File: config.mk
export PLATFORM = sky130hd
export DESIGN_NAME = wildcard_byte_signature_scan_top
export DESIGN_NICKNAME = d
export VERILOG_FILES = /design/src/wbss_pkg.sv /design/src/wbss_front.sv /design/src/wbss_queue.sv /design/src/wbss_back.sv /design/src/wildcard_byte_signature_scan_top.sv
export SDC_FILE = /design/constraint.sdc
export NUM_CORES = 2
export LEC_CHECK = 0
export CAP_MARGIN = 20
export CORE_MARGIN = 2
export CORE_UTILIZATION = 50
export DETAILED_ROUTE_END_ITERATION = 8
export DONT_BUFFER_PORTS = 1
export SKIP_CTS_REPAIR_TIMING = 1
export SLEW_MARGIN = 30
export SYNTH_ARGS = -nofsm -noshare
export SYNTH_HDL_FRONTEND = slang
export SYNTH_SLANG_ARGS = --single-unit
File: constraint.sdc
create_clock -name clock -period 9.5 [get_ports clock]
set_clock_uncertainty 0.2 [all_clocks]
set_input_delay 1.425 -clock clock [delete_from_list [all_inputs] [get_ports clock]]
set_output_delay 1.425 -clock clock [all_outputs]
set_load 0.02 [all_outputs]
File: src/wbss_pkg.sv
package wbss_pkg;

   typedef struct packed {
      logic [7:0] image_byte;
      logic       end_of_image;
   } wbss_req_type;

   typedef struct packed {
      logic        found;
      logic [63:0] match_address;
   } wbss_rsp_type;

   typedef struct packed {
      logic [63:0] pattern_low_bytes;
      logic [63:0] pattern_high_bytes;
      logic [15:0] care_mask;
      logic [4:0]  pattern_length;
   } wbss_scan_cfg_type;

   localparam int CSR_INDEX_BITS = 3;
   localparam int SIG_BYTES = 16;

   localparam logic [CSR_INDEX_BITS-1:0] CSR_PATTERN_LOW  = 3'd0;
   localparam logic [CSR_INDEX_BITS-1:0] CSR_PATTERN_HIGH = 3'd1;
   localparam logic [CSR_INDEX_BITS-1:0] CSR_CARE_MASK    = 3'd2;
   localparam logic [CSR_INDEX_BITS-1:0] CSR_PATTERN_LEN  = 3'd3;
   localparam logic [CSR_INDEX_BITS-1:0] CSR_IMAGE_BASE   = 3'd4;

endpackage

File: src/wbss_front.sv
module wbss_front #(
   parameter int MAX_PATTERN_BYTES = 16,
   parameter int OFFSET_BITS = 32
) (
   input  logic                       clock,
   input  logic                       reset,
   input  wbss_pkg::wbss_scan_cfg_type cfg,
   input  logic                       req_valid,
   output logic                       req_stall,
   input  wbss_pkg::wbss_req_type     req_payload,
   input  logic                       queue_full,
   output logic                       push_valid,
   output logic                       push_found,
   output logic [OFFSET_BITS-1:0]     push_offset
);
   import wbss_pkg::*;

   localparam int LW = $clog2(MAX_PATTERN_BYTES + 1);

   logic [7:0]                   window_ff [MAX_PATTERN_BYTES];
   logic [7:0]                   window_in [MAX_PATTERN_BYTES];
   logic [OFFSET_BITS-1:0]       bytes_seen_ff;
   logic [OFFSET_BITS-1:0]       bytes_seen_in;
   logic [OFFSET_BITS-1:0]       count_inc;
   logic                         found_ff;
   logic                         found_in;
   logic [LW-1:0]                active_len;
   logic [7:0]                   sig_bytes [SIG_BYTES];
   logic [MAX_PATTERN_BYTES-1:0] lane_ok;
   logic                         hit;
   logic                         accept;

   assign req_stall = queue_full;
   assign accept = req_valid && !req_stall;

   always_comb begin
      if (32'(cfg.pattern_length) > 32'(MAX_PATTERN_BYTES)) begin
         active_len = LW'(MAX_PATTERN_BYTES);
      end else if (cfg.pattern_length == 5'd0) begin
         active_len = LW'(1);
      end else begin
         active_len = LW'(cfg.pattern_length);
      end
   end

   always_comb begin
      for (int i = 0; i < 8; i++) begin
         sig_bytes[i]     = cfg.pattern_low_bytes[8*i +: 8];
         sig_bytes[i + 8] = cfg.pattern_high_bytes[8*i +: 8];
      end
   end

   always_comb begin
      window_in[0] = req_payload.image_byte;
      for (int i = 1; i < MAX_PATTERN_BYTES; i++) begin
         window_in[i] = window_ff[i-1];
      end
   end

   always_comb begin
      if (bytes_seen_ff == {OFFSET_BITS{1'b1}}) begin
         count_inc = bytes_seen_ff;
      end else begin
         count_inc = bytes_seen_ff + OFFSET_BITS'(1);
      end
   end

   // Window entry j holds signature byte (length - 1 - j) of a candidate match.
   always_comb begin
      int k;
      k = 0;
      for (int j = 0; j < MAX_PATTERN_BYTES; j++) begin
         lane_ok[j] = 1'b1;
         if (j < int'(active_len)) begin
            k = int'(active_len) - 1 - j;
            if (k < SIG_BYTES) begin
               if (cfg.care_mask[k[3:0]] && (sig_bytes[k[3:0]] != window_in[j])) begin
                  lane_ok[j] = 1'b0;
               end
            end
         end
      end
   end

   assign hit = (count_inc >= OFFSET_BITS'(active_len)) && (&lane_ok);

   assign push_valid  = accept && !found_ff && (hit || req_payload.end_of_image);
   assign push_found  = hit;
   assign push_offset = hit ? (count_inc - OFFSET_BITS'(active_len)) : '0;

   always_comb begin
      bytes_seen_in = bytes_seen_ff;
      found_in      = found_ff;
      if (accept) begin
         if (req_payload.end_of_image) begin
            bytes_seen_in = '0;
            found_in      = 1'b0;
         end else if (!found_ff) begin
            bytes_seen_in = count_inc;
            found_in      = hit;
         end
      end
   end

   always_ff @(posedge clock) begin
      if (reset) begin
         bytes_seen_ff <= '0;
         found_ff      <= 1'b0;
      end else begin
         bytes_seen_ff <= bytes_seen_in;
         found_ff      <= found_in;
      end
   end

   always_ff @(posedge clock) begin
      if (accept && !found_ff) begin
         window_ff <= window_in;
      end
   end

endmodule

File: src/wbss_queue.sv
module wbss_queue #(
   parameter int WIDTH = 33
) (
   input  logic             clock,
   input  logic             reset,
   input  logic             push_valid,
   input  logic [WIDTH-1:0] push_data,
   output logic             full,
   output logic             pop_valid,
   input  logic             pop_ready,
   output logic [WIDTH-1:0] pop_data
);
   localparam int DEPTH = 4;
   localparam int PW = $clog2(DEPTH);

   logic [WIDTH-1:0] entry_ff [DEPTH];
   logic [PW-1:0]    wr_ptr_ff;
   logic [PW-1:0]    wr_ptr_in;
   logic [PW-1:0]    rd_ptr_ff;
   logic [PW-1:0]    rd_ptr_in;
   logic [PW:0]      count_ff;
   logic [PW:0]      count_in;
   logic             do_push;
   logic             do_pop;

   assign full      = (count_ff == (PW+1)'(DEPTH));
   assign pop_valid = (count_ff != '0);
   assign pop_data  = entry_ff[rd_ptr_ff];
   assign do_push   = push_valid && !full;
   assign do_pop    = pop_valid && pop_ready;

   always_comb begin
      wr_ptr_in = do_push ? wr_ptr_ff + PW'(1) : wr_ptr_ff;
      rd_ptr_in = do_pop ? rd_ptr_ff + PW'(1) : rd_ptr_ff;
      count_in  = count_ff;
      if (do_push && !do_pop) begin
         count_in = count_ff + (PW+1)'(1);
      end else if (do_pop && !do_push) begin
         count_in = count_ff - (PW+1)'(1);
      end
   end

   always_ff @(posedge clock) begin
      if (reset) begin
         wr_ptr_ff <= '0;
         rd_ptr_ff <= '0;
         count_ff  <= '0;
      end else begin
         wr_ptr_ff <= wr_ptr_in;
         rd_ptr_ff <= rd_ptr_in;
         count_ff  <= count_in;
      end
   end

   always_ff @(posedge clock) begin
      if (do_push) begin
         entry_ff[wr_ptr_ff] <= push_data;
      end
   end

endmodule

File: src/wbss_back.sv
module wbss_back #(
   parameter int OFFSET_BITS = 32
) (
   input  logic                   clock,
   input  logic                   reset,
   input  logic [63:0]            image_base,
   input  logic                   pop_valid,
   output logic                   pop_ready,
   input  logic                   pop_found,
   input  logic [OFFSET_BITS-1:0] pop_offset,
   output logic                   rsp_valid,
   input  logic                   rsp_stall,
   output wbss_pkg::wbss_rsp_type rsp_payload
);
   import wbss_pkg::*;

   logic         rsp_valid_ff;
   logic         rsp_valid_in;
   wbss_rsp_type rsp_payload_ff;
   wbss_rsp_type rsp_payload_in;
   logic         load;

   assign pop_ready = !rsp_valid_ff || !rsp_stall;
   assign load      = pop_valid && pop_ready;

   always_comb begin
      rsp_valid_in   = rsp_valid_ff;
      rsp_payload_in = rsp_payload_ff;
      if (load) begin
         rsp_valid_in         = 1'b1;
         rsp_payload_in.found = pop_found;
         if (pop_found) begin
            rsp_payload_in.match_address = image_base + 64'(pop_offset);
         end else begin
            rsp_payload_in.match_address = '0;
         end
      end else if (!rsp_stall) begin
         rsp_valid_in = 1'b0;
      end
   end

   always_ff @(posedge clock) begin
      if (reset) begin
         rsp_valid_ff <= 1'b0;
      end else begin
         rsp_valid_ff <= rsp_valid_in;
      end
   end

   always_ff @(posedge clock) begin
      rsp_payload_ff <= rsp_payload_in;
   end

   assign rsp_valid   = rsp_valid_ff;
   assign rsp_payload = rsp_payload_ff;

endmodule

File: src/wildcard_byte_signature_scan_top.sv
// Scans a memory image streamed one byte per request, in address order, for a
// signature of up to MAX_PATTERN_BYTES bytes with per-byte wildcards, and reports
// image_base plus the start offset of the first match, or a not-found result when
// the byte marked end_of_image arrives without a match. The block takes one byte
// every clock cycle while the queue is not full (req_stall is low), since the whole
// window is compared against the signature in parallel in the cycle the byte is
// accepted; a result reaches the response port through a four-entry queue and the
// address adder and register in the output stage. Configuration writes are always
// accepted and are meant to be made between images.
module wildcard_byte_signature_scan_top #(
   parameter int MAX_PATTERN_BYTES = 16,
   parameter int OFFSET_BITS = 32
) (
   input  logic                                   clock,
   input  logic                                   reset,
   input  logic                                   req_valid,
   output logic                                   req_stall,
   input  wbss_pkg::wbss_req_type                 req_payload,
   output logic                                   rsp_valid,
   input  logic                                   rsp_stall,
   output wbss_pkg::wbss_rsp_type                 rsp_payload,
   input  logic                                   csr_valid,
   output logic                                   csr_ready,
   input  logic [wbss_pkg::CSR_INDEX_BITS-1:0]    csr_index,
   input  logic [63:0]                            csr_wdata
);
   import wbss_pkg::*;

   wbss_scan_cfg_type      cfg_ff;
   wbss_scan_cfg_type      cfg_in;
   logic [63:0]            image_base_ff;
   logic [63:0]            image_base_in;
   logic                   push_valid;
   logic                   push_found;
   logic [OFFSET_BITS-1:0] push_offset;
   logic                   queue_full;
   logic                   pop_valid;
   logic                   pop_ready;
   logic [OFFSET_BITS:0]   pop_data;

   assign csr_ready = 1'b1;

   always_comb begin
      cfg_in        = cfg_ff;
      image_base_in = image_base_ff;
      if (csr_valid && csr_ready) begin
         case (csr_index)
            CSR_PATTERN_LOW:  cfg_in.pattern_low_bytes  = csr_wdata;
            CSR_PATTERN_HIGH: cfg_in.pattern_high_bytes = csr_wdata;
            CSR_CARE_MASK:    cfg_in.care_mask          = csr_wdata[15:0];
            CSR_PATTERN_LEN:  cfg_in.pattern_length     = csr_wdata[4:0];
            CSR_IMAGE_BASE:   image_base_in             = csr_wdata;
            default: begin
            end
         endcase
      end
   end

   always_ff @(posedge clock) begin
      if (reset) begin
         cfg_ff.pattern_low_bytes  <= '0;
         cfg_ff.pattern_high_bytes <= '0;
         cfg_ff.care_mask          <= '0;
         cfg_ff.pattern_length     <= 5'd1;
         image_base_ff             <= '0;
      end else begin
         cfg_ff        <= cfg_in;
         image_base_ff <= image_base_in;
      end
   end

   wbss_front #(
      .MAX_PATTERN_BYTES(MAX_PATTERN_BYTES),
      .OFFSET_BITS(OFFSET_BITS)
   ) u_front (
      .clock(clock),
      .reset(reset),
      .cfg(cfg_ff),
      .req_valid(req_valid),
      .req_stall(req_stall),
      .req_payload(req_payload),
      .queue_full(queue_full),
      .push_valid(push_valid),
      .push_found(push_found),
      .push_offset(push_offset)
   );

   wbss_queue #(
      .WIDTH(OFFSET_BITS + 1)
   ) u_queue (
      .clock(clock),
      .reset(reset),
      .push_valid(push_valid),
      .push_data({push_found, push_offset}),
      .full(queue_full),
      .pop_valid(pop_valid),
      .pop_ready(pop_ready),
      .pop_data(pop_data)
   );

   wbss_back #(
      .OFFSET_BITS(OFFSET_BITS)
   ) u_back (
      .clock(clock),
      .reset(reset),
      .image_base(image_base_ff),
      .pop_valid(pop_valid),
      .pop_ready(pop_ready),
      .pop_found(pop_data[OFFSET_BITS]),
      .pop_offset(pop_data[OFFSET_BITS-1:0]),
      .rsp_valid(rsp_valid),
      .rsp_stall(rsp_stall),
      .rsp_payload(rsp_payload)
   );

endmodule
==> parameters.txt <==
Parameter                              Value

Critical path
  Critical Path End Type    flop
  R2R setup slack    1.60 ns
  R2r endpoint    u_queue.entry_ff[3][30]$_DFFE_PP_
  Critical path launch point type    flop
  Worst path arrival time    7.99 ns
  Worst Path Class, Setup    reg2reg
  Data required time of the worst path    9.60 ns
  Depth of the worst register-to-register path    20
  Maximum fanout encountered on the critical timing path    41
  Worst reg2reg path startpoint    cfg_ff[4]$_SDFFE_PP0P_

Routing
  DR DRC count    0
  Pre-antenna DRT Iters    7
  Total length of routed wires    127000 um
  Initial DRC count    2998
  Vias    29.7k
  Via-per-instance ratio    6.50
  Routed wirelength normalized by instance count    27.7 um
  Antenna viol nets, final    0

Die
  I/O Pins    149
  Initial cell density of the core    0.502
  Row count    100
  Die area    76600 um2
  Core ar.    74100 um2
  Die width    277 um
  Die Ht    277 um

Clock tree
  Total number of clock tree sinks    573
  Number of buffers created by CTS    68
  Clock-pin slew of the registers on the worst-case setup and hold paths    0.06 ns
  Maximum level of the CTS H-tree    3
  Clk Latency, worst-skew pair    0.63 ns
  Max clock buf depth    3
  Clock tree from TritonCTS    built
  Clk root buf    clkbuf_16

Pwr
  Leakage power    14.5 nW
  Total internal power    5.27 mW
  Sw Ratio    0.329
  Clock group share of total power    0.336
  Logic pwr share    0.213
  Switching component of the power    2.58 mW
  Sequential group share of total power    0.451
  Total power per unit cell area    195 nW/um2
  VDD IR-drop max    0.180 mV

Hold path
  Hold/Removal Path Class    reg2reg
  Endpoint, Worst Hold    image_base_ff[19]$_SDFFE_PP0P_
  Min-delay src    image_base_ff[19]$_SDFFE_PP0P_
  Hold Path Depth    2

GRT
  Largest net degree at the start of global routing    256
  Met3 Resource Use GR    0.0607
  Via count of the first global-routing pass    28.5k
  Global-route wire length before repair    187000 um
  Global-route track usage on met2    0.520
  Final global-route overflow total    0
  Number of antenna violations at the first check in global routing    3
  Overall global routing resource usage    0.325
  Met1 Track Usage GR    0.424
  Busiest layer in global routing    met2

Logic synthesis
  Number of warning messages in the yosys log    0
  Post-synthesis instance area    37200 um2
  Synthesized flop and latch total    573
  Number of enable flip-flop cells after synthesis    317
  Per-instance average area after synthesis    10.2 um2
  Leading cell types by total area after synthesis    edfxtp_1 26%, dfxtp_1 14%, mux4_2 13%
  Number of nets produced by synthesis    3887
  Proportion of register bits with asynchronous set or reset after synthesis    0
  Leading register cell type out of synthesis    edfxtp_1
  Largest area contributor in the netlist    edfxtp_1
  Distinct cell type count after synthesis    96
  Proportion of synthesized chip area in sequential cells    0.394
  Share of Yosys cell area claimed by the top area cell type    0.256
  Number of standard cells after synthesis    3648

STA
  Worst slew slack as a fraction of its limit    0.342
  Number of endpoints failing setup at the final stage    0
  Final Critical Period    7.90 ns
  Setup TNS Final    0 ns
  Max Clk Rate    127 MHz
  Setup repair after global routing missed its margin    false
  Hold Violations, Final    0
  Final critical-path share of the clock period    0.831
  Measured slew at the worst slew-check pin    0.960 ns
  Final count of pins violating max slew    0
  Final worst setup slack    1.60 ns

Place
  Half-perimeter wire length after placement    93900 um
  Number of input and output port buffers inserted    0
  DP Worst Slack    1.85 ns
  Final RePlAce weighted congestion    0.993

Final layout
  Commonest non-fill, non-tap cell in the layout    nand2_1
  Ratio of cells with drive above 1 in the final layout    0.126
  Area grow syn2layout    8.18%
  Commonest cells after routing, fill and taps aside    678 x nand2_1, 317 x edfxtp_1, 286 x a21oi_1, 254 x mux2i_1, 254 x dfxtp_1
  Fill count    6529
  Number of nets in the layout    3782

Flow run
  Number of max-cap violations    0

Outcome
  Run status    finished clean
==> power groups by stage <==
| stage | Clock, mW | Sequential, mW | Combinational (mW) |
|---|---|---|---|
| floorplan | 0 | 3.48 | 1.18 |
| global placement | 0 | 3.58 | 1.59 |
| detailed placement | 0 | 3.59 | 1.64 |
| CTS | 2.67 | 3.54 | 1.65 |
| global route | 2.77 | 3.56 | 1.82 |
| finish | 2.64 | 3.54 | 1.67 |
==> cell usage after synthesis (all sizes together) (6+ instances only) <==
master and n:
nand3 63, and2 8, a21o 30, a21oi 292
nor2b 48, inv 73, o211ai 10, o21a 6
and3 41, nand2 681, o21ai 90, clkbuf 156
or3 12, o41ai 8, nor3 48, a211oi 54
nand4b 10, ha 155, o31ai 10, edfxtp 317
a31oi 63, nor4b 8, or4 8, o21bai 6
nand2b 17, a21boi 11, mux4 221, xnor2 135
xor2 107, nor4 46, nand4 34, nor3b 12
o2111ai 7, mux2i 254, dfxtp 256, a22oi 14
or2 8, nor2 187, buf 84
==> logic make-up (layout without fill, tap and decap cells) <==
| family | count (synthesis) | after routing | share of synthesized area |
|---|---|---|---|
| AOI/OAI and AO/OA | 635 | 635 | 0.104 |
| xor gates and xnor gates | 242 | 242 | 0.0579 |
| adders and majority gates | 158 | 158 | 0.0537 |
| buffers and inverters | 314 | 263 | 0.0352 |
| DFF | 573 | 573 | 0.394 |
| muxes | 477 | 477 | 0.203 |
| other | 1 | 9 | 0.000101 |
| and+or+nand+nor | 1248 | 1248 | 0.153 |
==> sequential cells by signal (all words and copies together) (netlist names), 2 cells and up, named ones only <==
name	count
u_back.rsp_payload	65
u_queue.entry_ff	132
u_queue.wr_ptr_ff	2
u_queue.rd_ptr_ff	2
u_front.bytes_seen_ff	32
u_front.window_ff	120
image_base_ff	64
cfg_ff	149
u_queue.count_ff	3
==> through the flow <==
step | area, um2 | std cells | util | hold WS, ns | power [mW]
floorplan | 37200 | 3648 | - | 0.226 | 4.66
global placement | 37900 | 4441 | 0.512 | 0.241 | 5.18
detailed placement | 38000 | 4441 | 0.512 | 0.239 | 5.23
CTS | 40200 | 4565 | 0.543 | 0.255 | 7.86
global route | 40200 | 4572 | 0.543 | 0.268 | 8.15
finish | 40300 | 4574 | 0.543 | 0.256 | 7.85
==> final cells by class <==
class,count,area (um2),area share
Timing Repair Buffer,65,515,0.0128
Clock buffer,90,1860,0.0461
Sequential cell,573,14600,0.364
Inverter,74,287,0.00712
Tap cell,969,1210,0.0301
Antenna cell,8,20.0,0.000497
Multi-Input combinational cell,2761,21300,0.530
Clock inverter,34,380,0.00945
==> critical path: stages, from the launching register on <==
cell	delay (ns)
dfxtp_1	0.68
nand2b_4	0.66
ha_1	0.58
nor2_1	0.11
a211o_1	0.36
a22oi_2	0.25
inv_4	0.17
nor2_1	0.51
ha_1	0.47
o21ai_0	0.21
ha_1	0.32
nor4bb_1	0.26
nand4_1	0.13
o41ai_1	0.62
nand3_1	0.18
a31oi_1	0.29
o21ai_0	0.19
a21oi_1	0.59
o21ai_1	0.22
and3_1	0.24
buf_4	0.30
==> metal layers <==
layer,vias up,routed length (um)
met5,-,31
met4,4,7000
met3,279,10200
met2,1299,59100
met1,14900,50500
li1,13300,-
==> worst max path at each step <==
stage | from | to | slack, ns
global route | cfg_ff[4]$_SDFFE_PP0P_ | u_queue.entry_ff[1][25]$_DFFE_PP_ | 1.27
floorplan | cfg_ff[3]$_SDFFE_PP0P_ | u_queue.count_ff[2]$_SDFFE_PP0P_ | 1.70
global placement | cfg_ff[4]$_SDFFE_PP0P_ | u_queue.entry_ff[3][24]$_DFFE_PP_ | 1.95
finish | cfg_ff[4]$_SDFFE_PP0P_ | u_queue.entry_ff[3][30]$_DFFE_PP_ | 1.60
detailed placement | cfg_ff[4]$_SDFFE_PP0P_ | u_queue.entry_ff[1][26]$_DFFE_PP_ | 1.85
CTS | cfg_ff[4]$_SDFFE_PP0P_ | u_queue.entry_ff[1][26]$_DFFE_PP_ | 1.84
No activity file was read; power rests on OpenSTA's default activity.
